**src/sv/mco_pkg.sv**
```systemverilog
package mco_pkg;

	localparam int RADIUS_BITS = 13;
	localparam int COORD_BITS  = 15;
	localparam int OFS_W       = RADIUS_BITS + 1;  // signed x / y offsets
	localparam int ERR_W       = RADIUS_BITS + 4;  // signed midpoint error
	localparam int PNT_W       = COORD_BITS + 1;   // signed output coordinate

	localparam int IN_FIELD_W  = 2 * COORD_BITS + RADIUS_BITS;
	localparam int IN_DATA_W   = ((IN_FIELD_W + 7) / 8) * 8;
	localparam int OUT_DATA_W  = 2 * PNT_W;

	localparam int POINTS      = 8;
	localparam int CNT_W       = $clog2(POINTS);
	localparam logic [CNT_W-1:0] LAST_POINT = CNT_W'(POINTS - 1);

	typedef enum logic {
		OP_START = 1'b0,
		OP_STEP  = 1'b1
	} op_t;

endpackage

```
**src/sv/midpoint_circle_outline.sv**
```systemverilog
// channel | dir | tdata (low bit up)                         | side band
// s_*     | in  | center_x[14:0] center_y[29:15] radius[42:30] | tuser = op, 0 start 1 step
// m_*     | out | point_x[15:0] point_y[31:16]                | tlast = final point of circle
//
// a start item gives no result
// a step item on a running circle gives eight points, one per clock while m_tready is high;
// a step item with no circle running gives none
// the next item is taken in the cycle the eighth point of the previous step leaves
// reset clears the circle state and the output burst; m_tready low holds the current point
module midpoint_circle_outline (
	input  logic                          clk,
	input  logic                          arst_n,
	input  logic                          s_tvalid,
	output logic                          s_tready,
	input  logic [mco_pkg::IN_DATA_W-1:0] s_tdata,   // center_x, center_y, radius, zero pad
	input  logic                          s_tuser,   // op
	output logic                          m_tvalid,
	input  logic                          m_tready,
	output logic [mco_pkg::OUT_DATA_W-1:0] m_tdata,  // point_x, point_y
	output logic                          m_tlast
);
	import mco_pkg::*;

	// circle state
	logic                           active_q;
	logic signed [COORD_BITS-1:0]   center_col_q, center_row_q;
	logic signed [OFS_W-1:0]        offset_a_q, offset_b_q;
	logic signed [ERR_W-1:0]        error_term_q;

	// snapshot of one step for the output burst
	logic                           busy_s1;
	logic [CNT_W-1:0]               cnt_s1;
	logic signed [COORD_BITS-1:0]   cx_s1, cy_s1;
	logic signed [OFS_W-1:0]        x_s1, y_s1;
	logic                           fin_s1;

	logic                           in_fire, beat_done, last_beat;
	op_t                            op;
	logic signed [COORD_BITS-1:0]   in_cx, in_cy;
	logic [RADIUS_BITS-1:0]         in_radius;

	// advance of the midpoint pair
	logic signed [OFS_W-1:0]        y_inc, y_next, x_dec, x_next;
	logic signed [ERR_W-1:0]        err_mid, err_next;
	logic                           grow_y, shrink_x, fin_next;

	assign op        = op_t'(s_tuser);
	assign in_cx     = s_tdata[COORD_BITS-1:0];
	assign in_cy     = s_tdata[2*COORD_BITS-1:COORD_BITS];
	assign in_radius = s_tdata[2*COORD_BITS+RADIUS_BITS-1:2*COORD_BITS];

	assign beat_done = m_tvalid && m_tready;
	assign last_beat = beat_done && (cnt_s1 == LAST_POINT);
	// the next item is let in in the same cycle the last point of the burst leaves
	assign s_tready  = !busy_s1 || last_beat;
	assign in_fire   = s_tvalid && s_tready;

	always_comb begin
		// first check: error <= 0 grows y
		grow_y   = error_term_q[ERR_W-1] || (error_term_q == '0);
		y_inc    = offset_b_q + OFS_W'(1);
		y_next   = grow_y ? y_inc : offset_b_q;
		err_mid  = grow_y ? error_term_q + ERR_W'({y_inc, 1'b1})
		                  : error_term_q;
		// second check on the updated error: error > 0 shrinks x
		shrink_x = !err_mid[ERR_W-1] && (err_mid != '0);
		x_dec    = offset_a_q - OFS_W'(1);
		x_next   = shrink_x ? x_dec : offset_a_q;
		err_next = shrink_x ? err_mid - {{(ERR_W-OFS_W-1){x_dec[OFS_W-1]}}, x_dec, 1'b1}
		                    : err_mid;
		fin_next = x_next < y_next;
	end

	always_ff @(posedge clk or negedge arst_n) begin
		if (!arst_n) begin
			active_q     <= 1'b0;
			center_col_q <= '0;
			center_row_q <= '0;
			offset_a_q   <= '0;
			offset_b_q   <= '0;
			error_term_q <= '0;
		end else if (in_fire) begin
			if (op == OP_START) begin
				active_q     <= 1'b1;
				center_col_q <= in_cx;
				center_row_q <= in_cy;
				offset_a_q   <= OFS_W'(in_radius);
				offset_b_q   <= '0;
				error_term_q <= '0;
			end else if (active_q) begin
				active_q     <= !fin_next;
				offset_a_q   <= x_next;
				offset_b_q   <= y_next;
				error_term_q <= err_next;
			end
		end
	end

	// burst control
	always_ff @(posedge clk or negedge arst_n) begin
		if (!arst_n) begin
			busy_s1 <= 1'b0;
			cnt_s1  <= '0;
		end else if (in_fire && op == OP_STEP && active_q) begin
			busy_s1 <= 1'b1;
			cnt_s1  <= '0;
		end else if (last_beat) begin
			busy_s1 <= 1'b0;
			cnt_s1  <= '0;
		end else if (beat_done) begin
			cnt_s1  <= cnt_s1 + CNT_W'(1);
		end
	end

	// snapshot payload, the pre-advance pair
	always_ff @(posedge clk) begin
		if (in_fire && op == OP_STEP && active_q) begin
			cx_s1  <= center_col_q;
			cy_s1  <= center_row_q;
			x_s1   <= offset_a_q;
			y_s1   <= offset_b_q;
			fin_s1 <= fin_next;
		end
	end

	// octant order: (+x,+y) (+y,+x) (-y,+x) (-x,+y) (-x,-y) (-y,-x) (+y,-x) (+x,-y)
	logic                    swap, neg_x, neg_y;
	logic signed [PNT_W-1:0] cx_w, cy_w, dx_w, dy_w, px, py;

	always_comb begin
		swap  = cnt_s1[0] ^ cnt_s1[1];
		neg_x = cnt_s1[1] ^ cnt_s1[2];
		neg_y = cnt_s1[2];
		cx_w  = PNT_W'(cx_s1);
		cy_w  = PNT_W'(cy_s1);
		dx_w  = swap ? PNT_W'(y_s1) : PNT_W'(x_s1);
		dy_w  = swap ? PNT_W'(x_s1) : PNT_W'(y_s1);
		px    = neg_x ? cx_w - dx_w : cx_w + dx_w;
		py    = neg_y ? cy_w - dy_w : cy_w + dy_w;
	end

	assign m_tvalid = busy_s1;
	assign m_tdata  = {py, px};
	assign m_tlast  = fin_s1 && (cnt_s1 == LAST_POINT);

endmodule

```
**config.mk**
```make
export PLATFORM = sky130hd
export DESIGN_NAME = midpoint_circle_outline
export DESIGN_NICKNAME = d
export VERILOG_FILES = /design/src/sv/mco_pkg.sv /design/src/sv/midpoint_circle_outline.sv
export SDC_FILE = /design/constraint.sdc
export NUM_CORES = 1
export LEC_CHECK = 0
export ABC_AREA = 0
export BUFFER_PORTS_ARGS = -buffer_cell sky130_fd_sc_hd__buf_2
export CAP_MARGIN = 10
export CORE_UTILIZATION = 48
export CTS_BUF_LIST = sky130_fd_sc_hd__clkbuf_2
export DETAILED_ROUTE_END_ITERATION = 10
export PLACE_DENSITY = 0.64
export RECOVER_POWER = 100
export SLEW_MARGIN = 20
export SYNTH_ARGS = -nofsm -noshare
export SYNTH_HDL_FRONTEND = slang
export SYNTH_SLANG_ARGS = --single-unit
```
**constraint.sdc**
```tcl
create_clock -name clk -period 14.8 [get_ports clk]
set_input_delay 0.74 -clock clk [delete_from_list [all_inputs] [get_ports clk]]
set_output_delay 0.74 -clock clk [all_outputs]
set_load 0.02 [all_outputs]
```
==> results of run 1 <==
==> registers in the layout (all words and copies together) (netlist names) <==
name	count
active_q	1
center_col_q	15
center_row_q	15
cnt_s1	3
cx_s1	15
cy_s1	15
error_term_q	17
fin_s1	1
m_tvalid	1
offset_a_q	14
offset_b_q	14
x_s1	14
y_s1	14
==> per-layer routing <==
layer / share of wire / vias up / global-route usage
li1: - / 4115 / -
met1: 0.47 / 3920 / 0.3130
met2: 0.47 / 199 / 0.3986
met3: 0.040 / 38 / 0.03704
met4: 0.025 / 0 / 0.08763
met5: 0 / - / 0
==> cell usage in the layout (no fill, tap or decap), drive strengths merged, types with 7 or more instances in the layout <==
cell / count
a211oi: 8
a21o: 19
a21oi: 55
a221o: 10
and2: 8
and3: 21
buf: 52
clkbuf: 58
clkinv: 7
dfrtp: 80
edfxtp: 59
ha: 79
inv: 48
mux2: 33
mux2i: 37
nand2: 92
nand2b: 9
nand3: 21
nand4: 9
nor2: 72
nor2b: 11
nor3: 39
nor3b: 8
nor4: 11
o21a: 9
o21ai: 82
or3: 17
xnor2: 60
xor2: 61
==> path summary, 6_finish.rpt <==
kind                            depth (start not counted)  slack [ps]       startpoint          endpoint
worst min-delay path                                    2         190      s_tdata[23]   center_row_q[8]
max in group asynchronous                               3       10370           arst_n    offset_a_q[11]
worst max register to register                         26        6340    offset_b_q[0]            fin_s1
worst min register to register                          0         460  center_row_q[4]          cy_s1[4]
min in group asynchronous                               2        1010           arst_n  center_col_q[11]
worst max-delay path                                   26        6340    offset_b_q[0]            fin_s1
==> metrics by stage <==
| step | utilization | area (um^2) | hold slack [ps] | setup slack, ps |
|---|---|---|---|---|
| 2_1_floorplan | - | 10220 | 421.0 | 8594 |
| 3_3_place_gp | 0.5219 | 10940 | 422.3 | 7485 |
| 3_5_place_dp | 0.5219 | 10940 | 429.8 | 7449 |
| 4_1_cts | 0.5365 | 11240 | 120.8 | 7370 |
| 5_1_grt | 0.5318 | 11140 | 98.14 | 5828 |
| 6_report | 0.5318 | 11140 | 190.9 | 6337 |
==> final cells by class <==
cell class | count | area (um^2)
multi-input combinational | 856 | 6125
sequential | 139 | 3774
clock inverter | 15 | 211.5
inverter | 45 | 168.9
tap | 275 | 344.1
timing repair buffer | 94 | 434.2
clock buffer | 17 | 85.08
fill | 1980 | 9811
antenna | 1 | 2.502
==> what timing repair did <==
item                       in CTS  in global routing
hold buffers                    1                  0
resized for setup               0                  0
hold endpoints to repair       30                  0
buffers inserted                0                  0
setup endpoints to repair       0                  0
==> cell families after synthesis <==
| group | share of synthesized area |
|---|---|
| simple gates | 0.1602 |
| compound gates | 0.1597 |
| flops | 0.3691 |
| xor+xnor | 0.1036 |
| fa+ha+maj | 0.1045 |
| buf+inv | 0.03035 |
| mux | 0.07257 |
==> impl_metrics.ini, run 1 <==
[final_layout]
layout-drive-gt1-share = 0.1123
area_delta_synth_final_pct = 8.994
fin_nets = 1289
final_cells = 1442

[yosys]
synth_cells = 1077
synthTopCellsByArea = dfrtp_1 20%, edfxtp_1 17%, ha_1 9.7%
synth_top_area_frac = 0.1958
yosysTopAreaCell = dfrtp_1
synthFlopType = dfrtp_1
ys_seq_area_frac = 0.3691
synth_area_per_cell_um2 = 9.494
netlist_area_um2 = 10220
synth_most_common_cell = nand2_1
ys_ff_latch = 139
synth.cells.most_frequent = 92 x nand2_1, 80 x dfrtp_1, 80 x o21ai_0
synth-edff-count = 59
syn_nets = 1213
synthArstFlopShare = 0.5755
ys_warn_count = 0
ys_types = 70

[clock_tree]
clk_latency_ps = 750
clock_sinks = 139
cts_htree_levels = 4
cts_made_buffers = 17
cts-root-buf = clkbuf_2
cts_tree = done
cts_max_path_buffers = 2
clkTransAtPathRegs_ps = 230

[sta]
worstMarginPinSlew_ps = 4490
tns_ps = 0
finalHoldViolCount = 0
fin_skew_ps = 32.03
slew_headroom = -1.993
fin_crit_ps = 8463
fmax_mhz = 118.2
period_share = 0.5718
rsz0062_at_grt = false
drv_slew = 211
setup_viol = 0

[critical_path]
start_kind = flop
critical_path.slowest_cell = nor4_1
worstSetupPathType = flop to flop
crit_fanout = 10
critical-path-max-stage-delay_ps = 1020
end_kind = flop
crit_buf_inv = 2
cp.arrival_ps = 9040
required_ps = 15380
path_delay_family = simple AND/OR/NAND/NOR gates

[outcome]
status = complete, but fails checks
violations = capacitance limit, slew limit

[routing]
drt_wl_total_um = 25190
antenna_left = 0
first_pass_iters = 5
via_count = 8272
drc = 0
viasPerCell = 5.736
drtIter0Drc = 491
wl_per_cell_um = 17.47

[placed_design]
port_buffers = 82
place_inst = 1407
place_congestion = 0.9204
dp_hpwl_um = 19130

[floorplan]
io-pin-count = 88
fp.coreArea_um2 = 20960
die_width_um = 148.0
dieHeight_um = 148.0
die_area_um2 = 21890
row_count = 53
start_util = 0.4879

[grt]
grt_max_degree = 82
grt_pass1_vias = 7934
overflow = 0
antenna_found_initial = 1
grt_pass1_wl_um = 40390
track_usage = 0.2389

[min_path]
hold_path.class = input pin to flop

[run]
maxCapViolCount = 4
Power of run 1 is left out: the tool's default activity adds up to more than one toggle a clock period on the data nets, which glitch-free logic cannot reach.
==> run 2, diff against run 1 <==
Settings changed: ABC_AREA 0 to 1, PLACE_DENSITY 0.64 to 0.67.
Clock period 14.8 ns to 7.2 ns, I/O delays scaled along.
==> run 2 against run 1 <==
Effect of this change:
- the run still ends with capacitance limit, slew limit left
- wire length fell by 1.1%
- first-iteration DRC count rose by 34%
- sequential share of layout area decreased by 1.4 points
- synthesized cell count grew 27%
- setup slack got worse by 5400 ps
- global-route usage is 0.55 points lower
- via count increased by 8.6%
- clock skew grew 4.9 ps
- critical path type unchanged
- critical endpoint unchanged
- highest routed layer unchanged
==> impl_metrics.ini, run 2 <==
[clock_tree]
clk_latency_ps = 750
cts-root-buf = clkbuf_2
clock_sinks = 139
cts_htree_levels = 4
post_cts_buffers = 0
clkTransAtPathRegs_ps = 230
cts_resized = 0
cts_made_buffers = 17
cts_tree = done
cts_max_path_buffers = 2

[final_layout]
regMostFlops = error_term_q
layout-drive-gt1-share = 0.07447
fin_nets = 1627
multi_input_area_um2 = 5605
regArea_um2 = 3774
final_cell_mix = 356 x nand2_1, 201 x inv_1, 99 x nor2_1
final_common_cell = nand2_1
nFillCells = 2060
largest_register_ffs = 17
area_delta_synth_final_pct = 11.73

[yosys]
synth.cells.most_frequent = 356 x nand2_1, 200 x inv_1, 99 x nor2_1
synthTopCellsByArea = dfrtp_1 19%, edfxtp_1 17%, nand2_1 13%
synth_top_area_frac = 0.1926
ys_warn_count = 0
ys_seq_area_frac = 0.3631
synthArstFlopShare = 0.5755
ys_types = 44
synth-edff-count = 59
synthFlopType = dfrtp_1
ys_ff_latch = 139
yosysTopAreaCell = dfrtp_1
synth_cells = 1371
synth_area_per_cell_um2 = 7.580
netlist_area_um2 = 10390
syn_nets = 1507
synth_most_common_cell = nand2_1

[placed_design]
dp_hpwl_um = 18670
port_buffers = 82
place_congestion = 0.8902

[critical_path]
worstSetupPathType = flop to flop
critical_path.slowest_cell = dfrtp_1
path_delay_family = simple AND/OR/NAND/NOR gates
cp.arrival_ps = 6740
required_ps = 7700
critical-path-max-stage-delay_ps = 530
critPathMostFrequentCell = nand2_1
start_kind = flop
crit_fanout = 32
crit_buf_inv = 4
end_kind = flop

[sta]
setup_viol = 0
period_share = 0.8660
rsz0062_at_grt = false
tns_ps = 0
fin_crit_ps = 6235
fmax_mhz = 160.4
drv_slew = 190
slew_headroom = -1.678
fin_skew_ps = 36.94
finalHoldViolCount = 0
worstMarginPinSlew_ps = 4016

[grt]
overflow = 0
track_usage = 0.2334
antenna_found_initial = 1
grt_pass1_wl_um = 40550
grt_pass1_vias = 8252
grt_max_degree = 75

[routing]
wl_per_cell_um = 13.98
first_pass_iters = 5
drt_wl_total_um = 24910
antenna_left = 0
via_count = 8985
viasPerCell = 5.042
drtIter0Drc = 658
drc = 0

[min_path]
hold_path.class = input pin to flop

[run]
maxCapViolCount = 4

[floorplan]
fp.coreArea_um2 = 21150
start_util = 0.4913
dieHeight_um = 149.1
row_count = 53
die_width_um = 149.1
io-pin-count = 88
die_area_um2 = 22240

[outcome]
violations = capacitance limit, slew limit
status = complete, but fails checks
==> run 2: cell types whose count changed in the layout (fill, tap and decap cells not counted), moves of 27 or more <==
cell / delta
nand3_1: +35
inv_1: +158
nand2_1: +264
a21oi_1: +27
nor2_1: +28
mux2_2: -33
xnor2_1: -46
mux2i_1: -37
dlygate4sd3_1: +46
==> run 2: logic make-up (layout without fill, tap and decap cells) <==
logic type | count (synthesis) | in the layout | share of synthesized area
xor gates and xnor gates | 84 | 84 | 0.07079
AOI/OAI and AO/OA | 248 | 248 | 0.1398
adders and majority gates | 83 | 83 | 0.1028
other | 0 | 3 | 0
and+or+nand+nor | 574 | 574 | 0.2289
DFF | 139 | 139 | 0.3631
buffers and inverters | 243 | 376 | 0.09463
==> run 2: timing repair <==
action                                  4_1_cts  5_1_grt
hold buffers                                 47        0
endpoints found under the hold margin        74        0
endpoints found under the setup margin        0        0
==> run 2: layout make-up <==
type,count,share of cell area
antenna,3,0.0006466
clock buffer,17,0.007328
clock inverter,15,0.01196
inverter,207,0.06692
multi-input combinational,989,0.4828
sequential,139,0.3250
tap,275,0.02963
timing repair buffer,137,0.07575
==> run 2: worst paths after layout <==
check / startpoint / to / slack, ps / cells after the start
setup / recovery: offset_b_q[0] / fin_s1 / 960 / 30
hold / removal: s_tuser / offset_a_q[0] / 120 / 4
setup reg to reg: offset_b_q[0] / fin_s1 / 960 / 30
hold reg to reg: center_col_q[8] / cx_s1[8] / 430 / 0
max in group asynchronous: arst_n / center_row_q[7] / 2390 / 4
min in group asynchronous: arst_n / error_term_q[9] / 1180 / 3
==> run 2: stage by stage <==
step	utilization	hold slack (ps)	setup slack (ps)	instance area [um^2]	cells
finish	0.5489	124.7	964.8	11610	1782
global route	0.5489	90.96	343.3	11610	1782
CTS	0.5539	43.25	1015	11720	1779
detailed placement	0.5210	330.9	1105	11020	1700
global placement	0.5210	329.1	1302	11020	1700
floorplan	-	64.41	2339	10390	1371
==> run 2: layer usage <==
| layer | part of all wire | wire, um | GRT usage |
|---|---|---|---|
| met5 | 0 | 0 | 0 |
| met4 | 0.012 | 310 | 0.06327 |
| met3 | 0.037 | 928 | 0.02813 |
| met2 | 0.45 | 11230 | 0.3700 |
| met1 | 0.50 | 12440 | 0.3350 |
==> run 2: worst reg2reg max path: cells and delay by family (launching register included) <==
kind                     cells  cell delay [ps]
flip-flops                   1              530
buffers and inverters        4              420
AO/OA/AOI/OAI                3              730
AND/OR/NAND/NOR             20             3360
XOR/XNOR                     1              180
adder cells (fa/ha/maj)      2              770
Power of run 2 is left out for the same reason.
